## config.mk

```make
export PLATFORM = sky130hd
export DESIGN_NAME = block_scaled_point_quantizer_flat
export DESIGN_NICKNAME = d
export VERILOG_FILES = /design/src/design/bspq_pkg.sv /design/src/design/bspq_ifs.sv /design/src/design/bspq_front.sv /design/src/design/bspq_fifo.sv /design/src/design/bspq_back.sv /design/src/design/block_scaled_point_quantizer.sv /design/src/flat_wrapper.sv
export VERILOG_INCLUDE_DIRS = /design/src /design/src/design
export SDC_FILE = /design/constraint.sdc
export NUM_CORES = 2
export LEC_CHECK = 0
export ABC_CLOCK_PERIOD_IN_PS = 10800
export BUFFER_PORTS_ARGS = -buffer_cell sky130_fd_sc_hd__buf_2
export CORE_UTILIZATION = 49
export CTS_CLUSTER_DIAMETER = 30
export DETAILED_ROUTE_END_ITERATION = 16
export PLACE_DENSITY = 0.61
export SYNTH_ARGS = -nofsm -noshare
export SYNTH_HDL_FRONTEND = slang
export SYNTH_SLANG_ARGS = --single-unit
```

## constraint.sdc

```tcl
create_clock -name clk -period 10.8 [get_ports clk]
set_input_delay 2.16 -clock clk [delete_from_list [all_inputs] [get_ports clk]]
set_output_delay 2.16 -clock clk [all_outputs]
set_load 0.005 [all_outputs]
```

## src/design/block_scaled_point_quantizer_assert.svh

```systemverilog
// Assertion macros shared by the quantizer modules.
`ifndef BLOCK_SCALED_POINT_QUANTIZER_ASSERT_SVH
`define BLOCK_SCALED_POINT_QUANTIZER_ASSERT_SVH

// Check that cons holds whenever ante holds, outside reset.
`define BSPQ_ASSERT_IMPLY(lbl, ck, rn, ante, cons, msg) \
  lbl: assert property (@(posedge ck) disable iff (!rn) (ante) |-> (cons)) \
    else $error(msg);

// Check that cond holds at every edge outside reset.
`define BSPQ_ASSERT_ALWAYS(lbl, ck, rn, cond, msg) \
  lbl: assert property (@(posedge ck) disable iff (!rn) (cond)) \
    else $error(msg);

`endif

```

## src/design/bspq_pkg.sv

```systemverilog
package bspq_pkg;

  localparam int COORD_W      = 32;
  localparam int CODE_W       = 8;
  localparam int PIDX_W       = 3;
  localparam int RESULT_SLOTS = 8;

  // One point ready for quantization, with its group context.
  typedef struct packed {
    logic [PIDX_W-1:0]         idx;
    logic                      neg_x;
    logic                      neg_y;
    logic [COORD_W-1:0]        mag_x;
    logic [COORD_W-1:0]        mag_y;
    logic [COORD_W-1:0]        scale_x;
    logic [COORD_W-1:0]        scale_y;
    logic signed [COORD_W-1:0] origin_x;
    logic signed [COORD_W-1:0] origin_y;
    logic                      dropped;
    logic                      last;
  } job_t;

endpackage

```

## src/design/bspq_ifs.sv

```systemverilog
interface bspq_in_if import bspq_pkg::*; ();
  logic                      valid;
  logic                      ready;
  logic                      is_reference;
  logic signed [COORD_W-1:0] pos_x;
  logic signed [COORD_W-1:0] pos_y;
  logic                      group_end;

  modport source (output valid, is_reference, pos_x, pos_y, group_end, input ready);
  modport sink   (input valid, is_reference, pos_x, pos_y, group_end, output ready);
endinterface

interface bspq_out_if import bspq_pkg::*; ();
  logic                      valid;
  logic                      ready;
  logic [PIDX_W-1:0]         point_index;
  logic signed [CODE_W-1:0]  code_x;
  logic signed [CODE_W-1:0]  code_y;
  logic [COORD_W-1:0]        scale_x;
  logic [COORD_W-1:0]        scale_y;
  logic signed [COORD_W-1:0] origin_x;
  logic signed [COORD_W-1:0] origin_y;
  logic                      dropped;
  logic                      last_of_run;

  modport source (output valid, point_index, code_x, code_y, scale_x, scale_y,
                  origin_x, origin_y, dropped, last_of_run, input ready);
  modport sink   (input valid, point_index, code_x, code_y, scale_x, scale_y,
                  origin_x, origin_y, dropped, last_of_run, output ready);
endinterface

```

## src/design/bspq_front.sv

```systemverilog
`include "block_scaled_point_quantizer_assert.svh"

module bspq_front import bspq_pkg::*; #(
  parameter int MAX_POINTS = 8
) (
  input  logic          clk,
  input  logic          rst_n,
  bspq_in_if.sink       in_ch,
  output logic          job_valid,
  output job_t          job,
  input  logic          job_ready
);

  localparam int CAP    = (MAX_POINTS > RESULT_SLOTS) ? RESULT_SLOTS : MAX_POINTS;
  localparam int CNT_W  = $clog2(CAP + 1);
  localparam int IDX_W  = (CAP > 1) ? $clog2(CAP) : 1;

  typedef enum logic {S_COLLECT, S_WALK} st_t;

  st_t                       st_r;
  logic signed [COORD_W-1:0] ref_x_r, ref_y_r;
  logic [COORD_W-1:0]        max_x_r, max_y_r;
  logic [CNT_W-1:0]          count_r;
  logic                      ovf_r;
  logic [IDX_W-1:0]          k_r;

  logic                      neg_x_r [CAP];
  logic                      neg_y_r [CAP];
  logic [COORD_W-1:0]        mag_x_r [CAP];
  logic [COORD_W-1:0]        mag_y_r [CAP];

  logic                      accept, room, store_pt, push, walk_last;
  logic [COORD_W:0]          dx, dy, ndx, ndy;
  logic [COORD_W-1:0]        ax, ay;
  logic [CNT_W-1:0]          cnt_after;

  assign in_ch.ready = (st_r == S_COLLECT);
  assign accept      = in_ch.valid && in_ch.ready;
  assign room        = (count_r < CNT_W'(CAP));
  assign store_pt    = accept && !in_ch.is_reference && room;

  // Offsets in 33 bits so the magnitude always fits 32.
  assign dx  = {in_ch.pos_x[COORD_W-1], in_ch.pos_x} - {ref_x_r[COORD_W-1], ref_x_r};
  assign dy  = {in_ch.pos_y[COORD_W-1], in_ch.pos_y} - {ref_y_r[COORD_W-1], ref_y_r};
  assign ndx = (COORD_W + 1)'(0) - dx;
  assign ndy = (COORD_W + 1)'(0) - dy;
  assign ax  = dx[COORD_W] ? ndx[COORD_W-1:0] : dx[COORD_W-1:0];
  assign ay  = dy[COORD_W] ? ndy[COORD_W-1:0] : dy[COORD_W-1:0];

  always_comb begin
    if (in_ch.is_reference) begin
      cnt_after = '0;
    end else if (room) begin
      cnt_after = count_r + CNT_W'(1);
    end else begin
      cnt_after = count_r;
    end
  end

  assign walk_last = ((CNT_W'(k_r) + CNT_W'(1)) == count_r);
  assign job_valid = (st_r == S_WALK);
  assign push      = job_valid && job_ready;

  always_comb begin
    job.idx      = PIDX_W'(k_r);
    job.neg_x    = neg_x_r[k_r];
    job.neg_y    = neg_y_r[k_r];
    job.mag_x    = mag_x_r[k_r];
    job.mag_y    = mag_y_r[k_r];
    job.scale_x  = max_x_r;
    job.scale_y  = max_y_r;
    job.origin_x = ref_x_r;
    job.origin_y = ref_y_r;
    job.dropped  = ovf_r;
    job.last     = walk_last;
  end

  always_ff @(posedge clk) begin
    if (store_pt) begin
      neg_x_r[count_r[IDX_W-1:0]] <= dx[COORD_W];
      neg_y_r[count_r[IDX_W-1:0]] <= dy[COORD_W];
      mag_x_r[count_r[IDX_W-1:0]] <= ax;
      mag_y_r[count_r[IDX_W-1:0]] <= ay;
    end
  end

  always_ff @(posedge clk) begin
    if (!rst_n) begin
      st_r    <= S_COLLECT;
      ref_x_r <= '0;
      ref_y_r <= '0;
      max_x_r <= '0;
      max_y_r <= '0;
      count_r <= '0;
      ovf_r   <= 1'b0;
      k_r     <= '0;
    end else begin
      unique case (st_r)
        S_COLLECT: begin
          if (accept) begin
            if (in_ch.is_reference) begin
              ref_x_r <= in_ch.pos_x;
              ref_y_r <= in_ch.pos_y;
              count_r <= '0;
              max_x_r <= '0;
              max_y_r <= '0;
              ovf_r   <= 1'b0;
            end else if (room) begin
              count_r <= cnt_after;
              if (ax > max_x_r) max_x_r <= ax;
              if (ay > max_y_r) max_y_r <= ay;
            end else begin
              ovf_r <= 1'b1;
            end
            // a reference that closes its own group leaves nothing to emit
            if (in_ch.group_end && cnt_after != '0) begin
              k_r  <= '0;
              st_r <= S_WALK;
            end
          end
        end
        S_WALK: begin
          if (push) begin
            if (walk_last) begin
              count_r <= '0;
              max_x_r <= '0;
              max_y_r <= '0;
              ovf_r   <= 1'b0;
              st_r    <= S_COLLECT;
            end else begin
              k_r <= k_r + IDX_W'(1);
            end
          end
        end
        default: st_r <= S_COLLECT;
      endcase
    end
  end

  `BSPQ_ASSERT_ALWAYS(a_count_cap, clk, rst_n, count_r <= CNT_W'(CAP), "point count over capacity")
  `BSPQ_ASSERT_IMPLY(a_walk_range, clk, rst_n, st_r == S_WALK, CNT_W'(k_r) < count_r, "walk past stored points")
  `BSPQ_ASSERT_IMPLY(a_walk_nonempty, clk, rst_n, job_valid, count_r != '0, "walk on empty group")

endmodule

```

## src/design/bspq_fifo.sv

```systemverilog
module bspq_fifo import bspq_pkg::*; (
  input  logic clk,
  input  logic rst_n,
  input  logic wr_valid,
  input  job_t wr_data,
  output logic wr_ready,
  output logic rd_valid,
  output job_t rd_data,
  input  logic rd_ready
);

  localparam int DEPTH = 2;
  localparam int PTR_W = $clog2(DEPTH);

  job_t               mem_r [DEPTH];
  logic [PTR_W-1:0]   wp_r, rp_r;
  logic [PTR_W:0]     cnt_r;
  logic               wr, rd;

  assign wr_ready = (cnt_r != (PTR_W + 1)'(DEPTH));
  assign rd_valid = (cnt_r != '0);
  assign wr       = wr_valid && wr_ready;
  assign rd       = rd_valid && rd_ready;
  assign rd_data  = mem_r[rp_r];

  always_ff @(posedge clk) begin
    if (wr) mem_r[wp_r] <= wr_data;
  end

  always_ff @(posedge clk) begin
    if (!rst_n) begin
      wp_r  <= '0;
      rp_r  <= '0;
      cnt_r <= '0;
    end else begin
      if (wr) wp_r <= wp_r + PTR_W'(1);
      if (rd) rp_r <= rp_r + PTR_W'(1);
      case ({wr, rd})
        2'b10:   cnt_r <= cnt_r + (PTR_W + 1)'(1);
        2'b01:   cnt_r <= cnt_r - (PTR_W + 1)'(1);
        default: cnt_r <= cnt_r;
      endcase
    end
  end

endmodule

```

## src/design/bspq_back.sv

```systemverilog
`include "block_scaled_point_quantizer_assert.svh"

module bspq_back import bspq_pkg::*; #(
  parameter int CODE_LIMIT = 127
) (
  input  logic      clk,
  input  logic      rst_n,
  input  logic      job_valid,
  input  job_t      job,
  output logic      job_ready,
  bspq_out_if.source out_ch
);

  localparam int LIM_W  = $clog2(CODE_LIMIT + 1);
  localparam int NUM_W  = COORD_W + LIM_W;
  localparam int CW     = (LIM_W > CODE_W) ? LIM_W : CODE_W;
  localparam int STEP_W = (LIM_W > 1) ? $clog2(LIM_W) : 1;

  typedef enum logic [1:0] {S_IDLE, S_DIV, S_DONE} st_t;

  st_t               st_r;
  job_t              job_r;
  logic [NUM_W-1:0]  rem_x_r, rem_y_r, dsh_x_r, dsh_y_r;
  logic [LIM_W-1:0]  quo_x_r, quo_y_r;
  logic [STEP_W-1:0] step_r;
  logic              zero_x_r, zero_y_r;

  logic                      out_valid_r;
  logic [PIDX_W-1:0]         idx_r;
  logic [CODE_W-1:0]         code_x_r, code_y_r;
  logic [COORD_W-1:0]        scale_x_r, scale_y_r;
  logic signed [COORD_W-1:0] origin_x_r, origin_y_r;
  logic                      dropped_r, last_r;

  logic              ge_x, ge_y, load_out;
  logic [NUM_W-1:0]  sub_x, sub_y;
  logic [LIM_W-1:0]  sat_x, sat_y;
  logic [CW-1:0]     ext_x, ext_y, sgn_x, sgn_y;

  assign job_ready = (st_r == S_IDLE);
  assign load_out  = (st_r == S_DONE) && (!out_valid_r || out_ch.ready);

  // one restoring step per cycle on each axis
  assign ge_x  = (rem_x_r >= dsh_x_r);
  assign ge_y  = (rem_y_r >= dsh_y_r);
  assign sub_x = rem_x_r - dsh_x_r;
  assign sub_y = rem_y_r - dsh_y_r;

  // zero axis maximum forces a zero code; otherwise clamp, then apply sign
  assign sat_x = zero_x_r ? '0 :
                 (quo_x_r > LIM_W'(CODE_LIMIT)) ? LIM_W'(CODE_LIMIT) : quo_x_r;
  assign sat_y = zero_y_r ? '0 :
                 (quo_y_r > LIM_W'(CODE_LIMIT)) ? LIM_W'(CODE_LIMIT) : quo_y_r;
  assign ext_x = CW'(sat_x);
  assign ext_y = CW'(sat_y);
  assign sgn_x = job_r.neg_x ? (CW'(0) - ext_x) : ext_x;
  assign sgn_y = job_r.neg_y ? (CW'(0) - ext_y) : ext_y;

  always_ff @(posedge clk) begin
    if (st_r == S_IDLE && job_valid) begin
      job_r    <= job;
      rem_x_r  <= NUM_W'(job.mag_x) * NUM_W'(CODE_LIMIT);
      rem_y_r  <= NUM_W'(job.mag_y) * NUM_W'(CODE_LIMIT);
      dsh_x_r  <= NUM_W'(job.scale_x) << (LIM_W - 1);
      dsh_y_r  <= NUM_W'(job.scale_y) << (LIM_W - 1);
      zero_x_r <= (job.scale_x == '0);
      zero_y_r <= (job.scale_y == '0);
      quo_x_r  <= '0;
      quo_y_r  <= '0;
    end else if (st_r == S_DIV) begin
      if (ge_x) rem_x_r <= sub_x;
      if (ge_y) rem_y_r <= sub_y;
      quo_x_r <= LIM_W'({quo_x_r, ge_x});
      quo_y_r <= LIM_W'({quo_y_r, ge_y});
      dsh_x_r <= dsh_x_r >> 1;
      dsh_y_r <= dsh_y_r >> 1;
    end
  end

  always_ff @(posedge clk) begin
    if (!rst_n) begin
      st_r        <= S_IDLE;
      step_r      <= '0;
      out_valid_r <= 1'b0;
    end else begin
      if (out_valid_r && out_ch.ready && !load_out) out_valid_r <= 1'b0;
      unique case (st_r)
        S_IDLE: begin
          if (job_valid) begin
            step_r <= STEP_W'(LIM_W - 1);
            st_r   <= S_DIV;
          end
        end
        S_DIV: begin
          if (step_r == '0) begin
            st_r <= S_DONE;
          end else begin
            step_r <= step_r - STEP_W'(1);
          end
        end
        S_DONE: begin
          if (load_out) begin
            out_valid_r <= 1'b1;
            idx_r       <= job_r.idx;
            code_x_r    <= sgn_x[CODE_W-1:0];
            code_y_r    <= sgn_y[CODE_W-1:0];
            scale_x_r   <= job_r.scale_x;
            scale_y_r   <= job_r.scale_y;
            origin_x_r  <= job_r.origin_x;
            origin_y_r  <= job_r.origin_y;
            dropped_r   <= job_r.dropped;
            last_r      <= job_r.last;
            st_r        <= S_IDLE;
          end
        end
        default: st_r <= S_IDLE;
      endcase
    end
  end

  assign out_ch.valid       = out_valid_r;
  assign out_ch.point_index = idx_r;
  assign out_ch.code_x      = code_x_r;
  assign out_ch.code_y      = code_y_r;
  assign out_ch.scale_x     = scale_x_r;
  assign out_ch.scale_y     = scale_y_r;
  assign out_ch.origin_x    = origin_x_r;
  assign out_ch.origin_y    = origin_y_r;
  assign out_ch.dropped     = dropped_r;
  assign out_ch.last_of_run = last_r;

  `BSPQ_ASSERT_IMPLY(a_quo_x_bound, clk, rst_n, st_r == S_DONE && !zero_x_r, quo_x_r <= LIM_W'(CODE_LIMIT), "X quotient above limit")
  `BSPQ_ASSERT_IMPLY(a_quo_y_bound, clk, rst_n, st_r == S_DONE && !zero_y_r, quo_y_r <= LIM_W'(CODE_LIMIT), "Y quotient above limit")
  `BSPQ_ASSERT_IMPLY(a_out_from_done, clk, rst_n, $rose(out_valid_r), $past(st_r == S_DONE), "result shown without finished division")

endmodule

```

## src/design/block_scaled_point_quantizer.sv

```systemverilog
// Block-scaled point quantizer.
// in_ch carries 2-D points in signed Q16.16. A transfer with is_reference set
// latches the origin and opens a group; later points are stored, up to
// min(MAX_POINTS, 8), while the largest |offset| per axis is tracked. Points
// beyond capacity are dropped and flagged in the group's results.
// A transfer with group_end set closes the group: out_ch then carries one
// result per stored point, in arrival order, with signed codes
// trunc(CODE_LIMIT * offset / axis_max) and last_of_run on the final one.
// Collection takes one point per cycle while in_ch is ready. Each result
// comes from the shift-subtract divider in the back end, which forms LIM_W
// quotient bits (LIM_W = bits of CODE_LIMIT), one quotient bit per cycle, and
// takes one job at a time. The closing transfer starts the walk; each result
// then passes the job queue, the divider and the result register. in_ch holds
// ready low until a closed group is handed to the two-entry job queue; the
// queue and divider take three points, so larger groups wait on the divider.
// Reset clears origin, maxima, count, queue and output valid; the point store
// needs no clearing. A stall on out_ch holds the result register, then the
// divider, the queue and finally in_ch.
module block_scaled_point_quantizer import bspq_pkg::*; #(
  parameter int MAX_POINTS = 8,
  parameter int CODE_LIMIT = 127
) (
  input  logic        clk,
  input  logic        rst_n,
  bspq_in_if.sink     in_ch,
  bspq_out_if.source  out_ch
);

  // front to queue
  logic job_in_valid, job_in_ready;
  job_t job_in;
  // queue to back
  logic job_out_valid, job_out_ready;
  job_t job_out;

  // collect points, then walk the store into the queue
  bspq_front #(
    .MAX_POINTS (MAX_POINTS)
  ) u_front (
    .clk       (clk),
    .rst_n     (rst_n),
    .in_ch     (in_ch),
    .job_valid (job_in_valid),
    .job       (job_in),
    .job_ready (job_in_ready)
  );

  // decouple collection from division
  bspq_fifo u_fifo (
    .clk      (clk),
    .rst_n    (rst_n),
    .wr_valid (job_in_valid),
    .wr_data  (job_in),
    .wr_ready (job_in_ready),
    .rd_valid (job_out_valid),
    .rd_data  (job_out),
    .rd_ready (job_out_ready)
  );

  // divide, clamp, sign and hold each result until transfer
  bspq_back #(
    .CODE_LIMIT (CODE_LIMIT)
  ) u_back (
    .clk       (clk),
    .rst_n     (rst_n),
    .job_valid (job_out_valid),
    .job       (job_out),
    .job_ready (job_out_ready),
    .out_ch    (out_ch)
  );

endmodule

```

## src/flat_wrapper.sv

```systemverilog
// flat-port wrapper written by rule: the top's interface ports become plain ports
module block_scaled_point_quantizer_flat import bspq_pkg::*;
#(
  parameter int MAX_POINTS = 8,
  parameter int CODE_LIMIT = 127
)
  (clk, rst_n, in_ch_valid, in_ch_is_reference, in_ch_pos_x, in_ch_pos_y, in_ch_group_end, in_ch_ready, out_ch_valid, out_ch_point_index, out_ch_code_x, out_ch_code_y, out_ch_scale_x, out_ch_scale_y, out_ch_origin_x, out_ch_origin_y, out_ch_dropped, out_ch_last_of_run, out_ch_ready);
  bspq_in_if in_ch_i ();
  bspq_out_if out_ch_i ();
  input  logic clk;
  input  logic rst_n;
  input wire logic [$bits(in_ch_i.valid)-1:0] in_ch_valid;
  input wire logic [$bits(in_ch_i.is_reference)-1:0] in_ch_is_reference;
  input wire logic [$bits(in_ch_i.pos_x)-1:0] in_ch_pos_x;
  input wire logic [$bits(in_ch_i.pos_y)-1:0] in_ch_pos_y;
  input wire logic [$bits(in_ch_i.group_end)-1:0] in_ch_group_end;
  output wire logic [$bits(in_ch_i.ready)-1:0] in_ch_ready;
  output wire logic [$bits(out_ch_i.valid)-1:0] out_ch_valid;
  output wire logic [$bits(out_ch_i.point_index)-1:0] out_ch_point_index;
  output wire logic [$bits(out_ch_i.code_x)-1:0] out_ch_code_x;
  output wire logic [$bits(out_ch_i.code_y)-1:0] out_ch_code_y;
  output wire logic [$bits(out_ch_i.scale_x)-1:0] out_ch_scale_x;
  output wire logic [$bits(out_ch_i.scale_y)-1:0] out_ch_scale_y;
  output wire logic [$bits(out_ch_i.origin_x)-1:0] out_ch_origin_x;
  output wire logic [$bits(out_ch_i.origin_y)-1:0] out_ch_origin_y;
  output wire logic [$bits(out_ch_i.dropped)-1:0] out_ch_dropped;
  output wire logic [$bits(out_ch_i.last_of_run)-1:0] out_ch_last_of_run;
  input wire logic [$bits(out_ch_i.ready)-1:0] out_ch_ready;
  assign in_ch_i.valid = in_ch_valid;
  assign in_ch_i.is_reference = in_ch_is_reference;
  assign in_ch_i.pos_x = in_ch_pos_x;
  assign in_ch_i.pos_y = in_ch_pos_y;
  assign in_ch_i.group_end = in_ch_group_end;
  assign in_ch_ready = in_ch_i.ready;
  assign out_ch_valid = out_ch_i.valid;
  assign out_ch_point_index = out_ch_i.point_index;
  assign out_ch_code_x = out_ch_i.code_x;
  assign out_ch_code_y = out_ch_i.code_y;
  assign out_ch_scale_x = out_ch_i.scale_x;
  assign out_ch_scale_y = out_ch_i.scale_y;
  assign out_ch_origin_x = out_ch_i.origin_x;
  assign out_ch_origin_y = out_ch_i.origin_y;
  assign out_ch_dropped = out_ch_i.dropped;
  assign out_ch_last_of_run = out_ch_i.last_of_run;
  assign out_ch_i.ready = out_ch_ready;
  block_scaled_point_quantizer #(.MAX_POINTS(MAX_POINTS), .CODE_LIMIT(CODE_LIMIT)) u_core (.clk(clk), .rst_n(rst_n), .in_ch(in_ch_i), .out_ch(out_ch_i));
endmodule
```

==> Yosys cells after proc, flatten, opt, wreduce, memory -nomap -nowiden <==
Memory sizes are Yosys's and may differ from the RTL's. A register that Yosys moved wholly into a read port is not among the register bits.
Index checks and enable logic that the tools add are counted.
{ "word_totals": {"wordCells": 208, "mem_bits_rw": 926, "reg_bits": 601, "input_bits": 70, "mem_count": 5, "out_inout_bits": 151} }
{ "classes": {"reduce_logical": 35, "mul": 2, "order_cmp": 7, "n_mux": 79, "n_bitwise": 1, "n_addsub": 16, "eq_ne": 19} }
{ "memory_table": {"columns": ["name", "words", "width", "read_ports", "rd_clocked_by_memory_dff", "write_ports", "line_no", "rtl"], "rows": [
  ["u_core.u_fifo.mem_r", 2, 199, 1, 1, 1, "bspq_fifo.sv:15", "job_t mem_r [DEPTH];"],
  ["u_core.u_front.mag_x_r", 8, 32, 1, 1, 1, "bspq_front.sv:29", "logic [COORD_W-1:0] mag_x_r [CAP];"],
  ["u_core.u_front.mag_y_r", 8, 32, 1, 1, 1, "bspq_front.sv:30", "logic [COORD_W-1:0] mag_y_r [CAP];"],
  ["u_core.u_front.neg_x_r", 8, 1, 1, 1, 1, "bspq_front.sv:27", "logic neg_x_r [CAP];"],
  ["u_core.u_front.neg_y_r", 8, 1, 1, 1, 1, "bspq_front.sv:28", "logic neg_y_r [CAP];"]
]} }
{ "ops": {"columns": ["operator", "count"], "rows": [
  ["32-bit 2-to-1 mux", 12],
  ["39-bit 2-to-1 mux", 6],
  ["38-bit 2-to-1 mux", 4],
  ["32-bit case mux with 2 select lines", 2],
  ["39-bit by 38-bit greater-or-equal comparator with 1-bit output", 2],
  ["32-bit by 7-bit multiplier with 39-bit output (second input constant)", 2],
  ["39-bit by 38-bit subtractor with 39-bit output", 2],
  ["32-bit by 32-bit subtractor with 33-bit output", 2],
  ["32-bit greater-than comparator", 2],
  ["32-bit zero test", 2],
  ["1-bit by 32-bit subtractor with 32-bit output (first input constant)", 2],
  ["3-bit 2-to-1 mux", 14],
  ["7-bit 2-to-1 mux", 6],
  ["4-bit 2-to-1 mux", 7],
  ["1-bit 2-to-1 mux", 18],
  ["1-bit by 7-bit subtractor with 8-bit output (first input constant)", 2],
  ["7-bit greater-than comparator (second input constant)", 2],
  ["2-bit != test (second input constant)", 6],
  ["3-bit case mux with 2 select lines", 2],
  ["3-bit AND reduction", 4],
  ["4-bit AND reduction", 3],
  ["2-bit nonzero test", 6],
  ["5-bit AND reduction", 2],
  ["1-bit logical AND", 9],
  ["other kinds (26)", 40]
]} }

==> Depth between registers and ports, before layout <==
{ "logic_depth": {"depth_word": 10, "mapped_depth": 28} }

==> Modules after synthesis <==
Synthesis repeated with hierarchy kept, for this count alone.
{ "hier_totals": {"hier_cells": 5868, "hier_area_um2": 77947.3} }
{ "by_module_without_submodules": {"columns": ["module", "cells_per_inst", "seq_area_each_um2", "area_per_inst_um2", "instances"], "rows": [
  ["bspq_front", 2465, 18657.9, 32449.9, 1],
  ["bspq_back", 2760, 13492.9, 30500.5, 1],
  ["bspq_fifo", 643, 12051.6, 14996.9, 1]
]} }

==> Worst setup path before layout <==
Ideal clock, no wire load.
{ "synth_timing": {"path_kind": "flip-flop to flip-flop", "startpoint": "register u_core.u_fifo.cnt_r[0]", "endpoint": "memory u_core.u_fifo.mem_r[0][0] in the netlist's numbering (enable)", "path_buffers": 0, "path_slack_ns": 1.071, "arrival_time_ns": 8.966, "stages_incl_launch_ff": 4, "setup_time_ns": 0.763, "path_cell_list": "dfxtp_1 -> nand2b_1 -> nand2_1 -> nor2_1"} }
{ "synth_between": {"elab_chain_cells": 4} }
{ "synth_rtl": {"columns": ["element", "line_no", "rtl"], "rows": [
  ["start, declared", "bspq_fifo.sv:17", "logic [PTR_W:0] cnt_r;"],
  ["start signal, assigned", "bspq_fifo.sv:39", "2'b10: cnt_r <= cnt_r + (PTR_W + 1)'(1);"],
  ["start signal, assigned", "bspq_fifo.sv:40", "2'b01: cnt_r <= cnt_r - (PTR_W + 1)'(1);"],
  ["start signal, assigned", "bspq_fifo.sv:41", "default: cnt_r <= cnt_r;"],
  ["2-bit != test", "bspq_fifo.sv:20", "assign wr_ready = (cnt_r != (PTR_W + 1)'(DEPTH));"],
  ["1-bit logical AND", "bspq_fifo.sv:22", "assign wr = wr_valid && wr_ready;"],
  ["1-bit 2-to-1 mux", "bspq_fifo.sv:27", "if (wr) mem_r[wp_r] <= wr_data;"],
  ["1-bit 2-to-1 mux (not written as such)", "bspq_fifo.sv:27", null],
  ["end, declared", "bspq_fifo.sv:15", null]
]} }
Every way passes these cells.

==> Worst setup path in the final report <==
{ "layout_timing": {"startpoint": "input in_ch_pos_x[0]", "endpoint": "register u_core.u_front.max_x_r[28]"} }
{ "layout_between": {"word_cells_on_any_way": 11, "classes_between": "add/sub: 2; order compare: 1; eq/ne: 1; mux: 6; reduce/logical: 1"} }
{ "layout_lines": {"columns": ["element", "line_no", "rtl"], "rows": [
  ["start, declared", "flat_wrapper.sv:14", "input wire logic [$bits(in_ch_i.pos_x)-1:0] in_ch_pos_x;"],
  ["32-bit by 32-bit subtractor with 33-bit output (*)", "bspq_front.sv:43", "assign dx = {in_ch.pos_x[COORD_W-1], in_ch.pos_x} - {ref_x_r[COORD_W-1], ref_x_r};"],
  ["1-bit by 32-bit subtractor with 32-bit output", "bspq_front.sv:45", "assign ndx = (COORD_W + 1)'(0) - dx;"],
  ["32-bit 2-to-1 mux (*)", "bspq_front.sv:47", "assign ax = dx[COORD_W] ? ndx[COORD_W-1:0] : dx[COORD_W-1:0];"],
  ["net u_core.u_front.ax[31]", "bspq_front.sv:34", "logic [COORD_W-1:0] ax, ay;"],
  ["32-bit greater-than comparator (*)", "bspq_front.sv:110", "if (ax > max_x_r) max_x_r <= ax;"],
  ["3-bit by 2-bit != test with 1-bit output (no source line) (*)", null, null],
  ["5-bit AND reduction (no source line) (*)", null, null],
  ["end signal, assigned", "bspq_front.sv:105", "max_x_r <= '0;"],
  ["end signal, assigned", "bspq_front.sv:110", null],
  ["end signal, assigned", "bspq_front.sv:126", "max_x_r <= '0;"],
  ["end, declared", "bspq_front.sv:22", "logic [COORD_W-1:0] max_x_r, max_y_r;"]
]} }
The timed path passes the listed nets; every way through them passes the cells marked *. The select of a mux whose other input is x is not followed.
A chain may end at the register's enable or synchronous reset.

==> impl_metrics.toml <==
[clocking]
cts_buffers = 334
cts_resized = 0
clock-sinks = 1531
cts_tree = "done"
worstSkewPairLatency_ns = 0.91
ctsHoldBuffers = 0
cts_buffer_depth = 4
clock-root-buffer = "clkbuf_16"
htree_levels = 5
clk_pin_slew_worst_paths_ns = 0.05
postCtsSetupBuffers = 0

[yosys]
syn_area_sq_mm = 0.0753
yosysWarnings = 0
yosysTopAreaCell = "edfxtp_1"
yosysMostFrequentCell = "edfxtp_1"
netlist.area_leader.share = 0.540
synth_seq_cells = 1531
postSynthAreaPerCell_sq_um = 13.7
yosys-top-cells-count = "edfxtp_1, inv_1, nand2_1, a21oi_1, ha_1"
ys.flop_type = "edfxtp_1"
synth-async-reset-ratio = 0
syn_nets = 6129
synthTopCellsByArea = "edfxtp_1, fa_1, ha_1"
synth-edff-count = 1354
ys_seq_area_frac = 0.587
synth_cell_types = 92
synthCells = 5492

[place]
dp_slack_ns = 1.17
placed_area_sq_mm = 0.0791
place_hpwl_um = 120000
numPortBuffers = 220
gp_congestion = 0.910
place_inst = 7646

[sta]
drv_slew = 0
min_period_ns = 8.84
tns_ns = 0
setup_slack_ns = 1.96
skew_ns = 0.0536
rsz0062_at_grt = "false"
tightest_slew_ns = 1.28
maxSlewHeadroom = 0.142
finalHoldViolCount = 0
setup_violations = 0
finalCritPeriodShare = 0.818
timing.fmax_mhz = 113

[detailed_routing]
dr.pass1.iters = 6
wl_um = 179000
drt_iter0_markers = 3294
vias_per_cell = 5.54
vias = 45677
drc = 0
post_drt_wl_per_cell_um = 21.7
postRouteAntennaNets = 0

[floorplanning]
coreArea_sq_mm = 0.152
die_y_um = 394
initial_utilization = 0.495
ioPinCount = 221
rows = 143
die_w_um = 394
die_area_sq_mm = 0.155

[worst_setup_path]
r2r_slack_ns = 2.94
required_ns = 11.58
reg2regPathDepth = 25
start_kind = "input pin"
arrival_ns = 9.62
critPathKind = "in -> reg"
worstReg2RegEnd = "u_core.u_front.max_x_r[28]$_SDFFE_PN0P_"
end_kind = "register"
regToRegStartpoint = "u_core.u_front.ref_x_r[0]$_SDFFE_PN0P_"
crit_path_max_fanout = 19

[global_routing]
grt-ovfl-total = 0
grt_pass1_vias = 46148
antenna_found_initial = 16
grt_max_degree = 138
grt_use_total = 0.230
grt_pass1_wl_um = 274000

[final_layout]
stdcell_count = 8242
fin_area_sq_mm = 0.0904
n_fill_cell = 11910
drive_gt1_frac = 0.199
seq_area_sq_mm = 0.0442
nNetsFinal = 6589
areaGrowthSynthToFinish_pct = 20.0
multi_input_area_sq_mm = 0.0287

[hold_path]
min-delay-start = "u_core.u_back.job_r[69]$_DFFE_PP_"
hp-class = "reg -> reg"
holdPathEnd = "u_core.u_back.out_ch.scale_y[3]$_DFFE_PP_"
min_delay_path_depth = 0

[outcome]
status = "complete, no violations"

[job]
maxCapViolCount = 0
[placed cells by master (no fill, tap or decap), drive strengths merged, types with 43 or more instances in the layout]
cell and count:
xor2 88, nand4 59, nor2 232, mux4 132, o21ai 183, a21o 122
nand2 374, dfxtp 177, inv 538, clkbuf 384, ha 325, mux2 197
o22ai 68, clkinv 102, edfxtp 1354, nor3 52, mux2i 80, buf 304
xnor2 155, nor2b 43, a21oi 353, fa 242
[cells by family (layout without fill, tap and decap cells)]
logic type / Yosys count / after routing / synth area share
xor+xnor: 243 / 243 / 0.0283
mux: 409 / 409 / 0.0795
compound gates: 1078 / 1078 / 0.0915
simple gates: 979 / 979 / 0.0614
buf+inv: 685 / 1404 / 0.0343
other cells: 0 / 1 / 0
fa+ha+maj: 567 / 567 / 0.118
flops: 1531 / 1531 / 0.587
[worst max-delay path, stage by stage]
cell and delay [ns]:
buf_2 0.11, inv_1 0.05, ha_1 0.17, inv_1 0.06, fa_1 0.41, a211oi_1 0.45, o211ai_1 0.22, a21oi_1 0.19
o31ai_1 0.14, nor4_1 0.46, o22ai_1 0.25, nor4_1 0.47, nand3_1 0.31, nor4_1 0.39, a21oi_1 0.14, xnor2_1 0.58
ha_1 0.24, nand4_1 0.09, nor2_1 0.21, nand3_1 0.16, or3_1 0.45, a211oi_1 0.24, nor4_1 0.12, o31ai_1 0.26
nand2_1 0.46, and2_1 0.53, a22o_1 0.31
[registers in the layout, indices dropped and copies added, names as in the netlist, 32 cells and up, named ones only]
register / flops
u_core.u_fifo.mem_r: 398
u_core.u_front.mag_x_r: 256
u_core.u_front.mag_y_r: 256
u_core.u_back.job_r: 135
u_core.u_back.rem_x_r: 39
u_core.u_back.rem_y_r: 39
u_core.u_back.dsh_x_r: 38
u_core.u_back.dsh_y_r: 38
u_core.u_back.out_ch.origin_x: 32
u_core.u_back.out_ch.origin_y: 32
u_core.u_back.out_ch.scale_x: 32
u_core.u_back.out_ch.scale_y: 32
u_core.u_front.max_x_r: 32
u_core.u_front.max_y_r: 32
u_core.u_front.ref_x_r: 32
u_core.u_front.ref_y_r: 32
[per-layer routing]
layer | vias up | part of all wire | routed length (um) | track usage
met4 | 24 | 0.018 | 3160 | 0.0600
li1 | 21429 | - | - | -
met5 | - | 0.00081 | 144 | 0
met2 | 1374 | 0.44 | 78300 | 0.342
met1 | 22578 | 0.47 | 84300 | 0.338
met3 | 272 | 0.072 | 12900 | 0.0548
[through the flow]
stage / hold WS (ns) / utilization
3_5_place_dp: 0.405 / 0.519
3_3_place_gp: 0.401 / 0.519
2_1_floorplan: 0.400 / -
4_1_cts: 0.398 / 0.593
6_report: 0.404 / 0.593
5_1_grt: 0.408 / 0.593
[cell type report]
type / count / share of cell area
clock buffer: 384 / 0.0985
multi-input combinational: 3276 / 0.317
inverter: 505 / 0.0211
antenna: 1 / 0.0000277
tap: 2030 / 0.0281
sequential: 1531 / 0.489
clock inverter: 211 / 0.0266
timing repair buffer: 304 / 0.0193
[worst max-delay path by stage]
| stage | start | endpoint | slack (ns) | depth (start not counted) |
|---|---|---|---|---|
| 2_1_floorplan | u_core.u_fifo.cnt_r[0]$_SDFFE_PN0P_ | u_core.u_fifo.mem_r[0][0]$_DFFE_PP_ | 1.07 | 3 |
| 5_1_grt | in_ch_pos_x[0] | u_core.u_front.max_x_r[28]$_SDFFE_PN0P_ | 1.39 | 26 |
| 3_3_place_gp | in_ch_pos_x[0] | u_core.u_front.max_x_r[30]$_SDFFE_PN0P_ | 1.22 | 26 |
| 3_5_place_dp | in_ch_pos_x[0] | u_core.u_front.max_x_r[21]$_SDFFE_PN0P_ | 1.17 | 26 |
| 4_1_cts | in_ch_pos_x[0] | u_core.u_front.max_x_r[28]$_SDFFE_PN0P_ | 2.10 | 26 |
| 6_report | in_ch_pos_x[0] | u_core.u_front.max_x_r[28]$_SDFFE_PN0P_ | 1.96 | 27 |
Power is left out: the tool's default activity adds up to more than one toggle a clock period on the data nets, which glitch-free logic cannot reach.
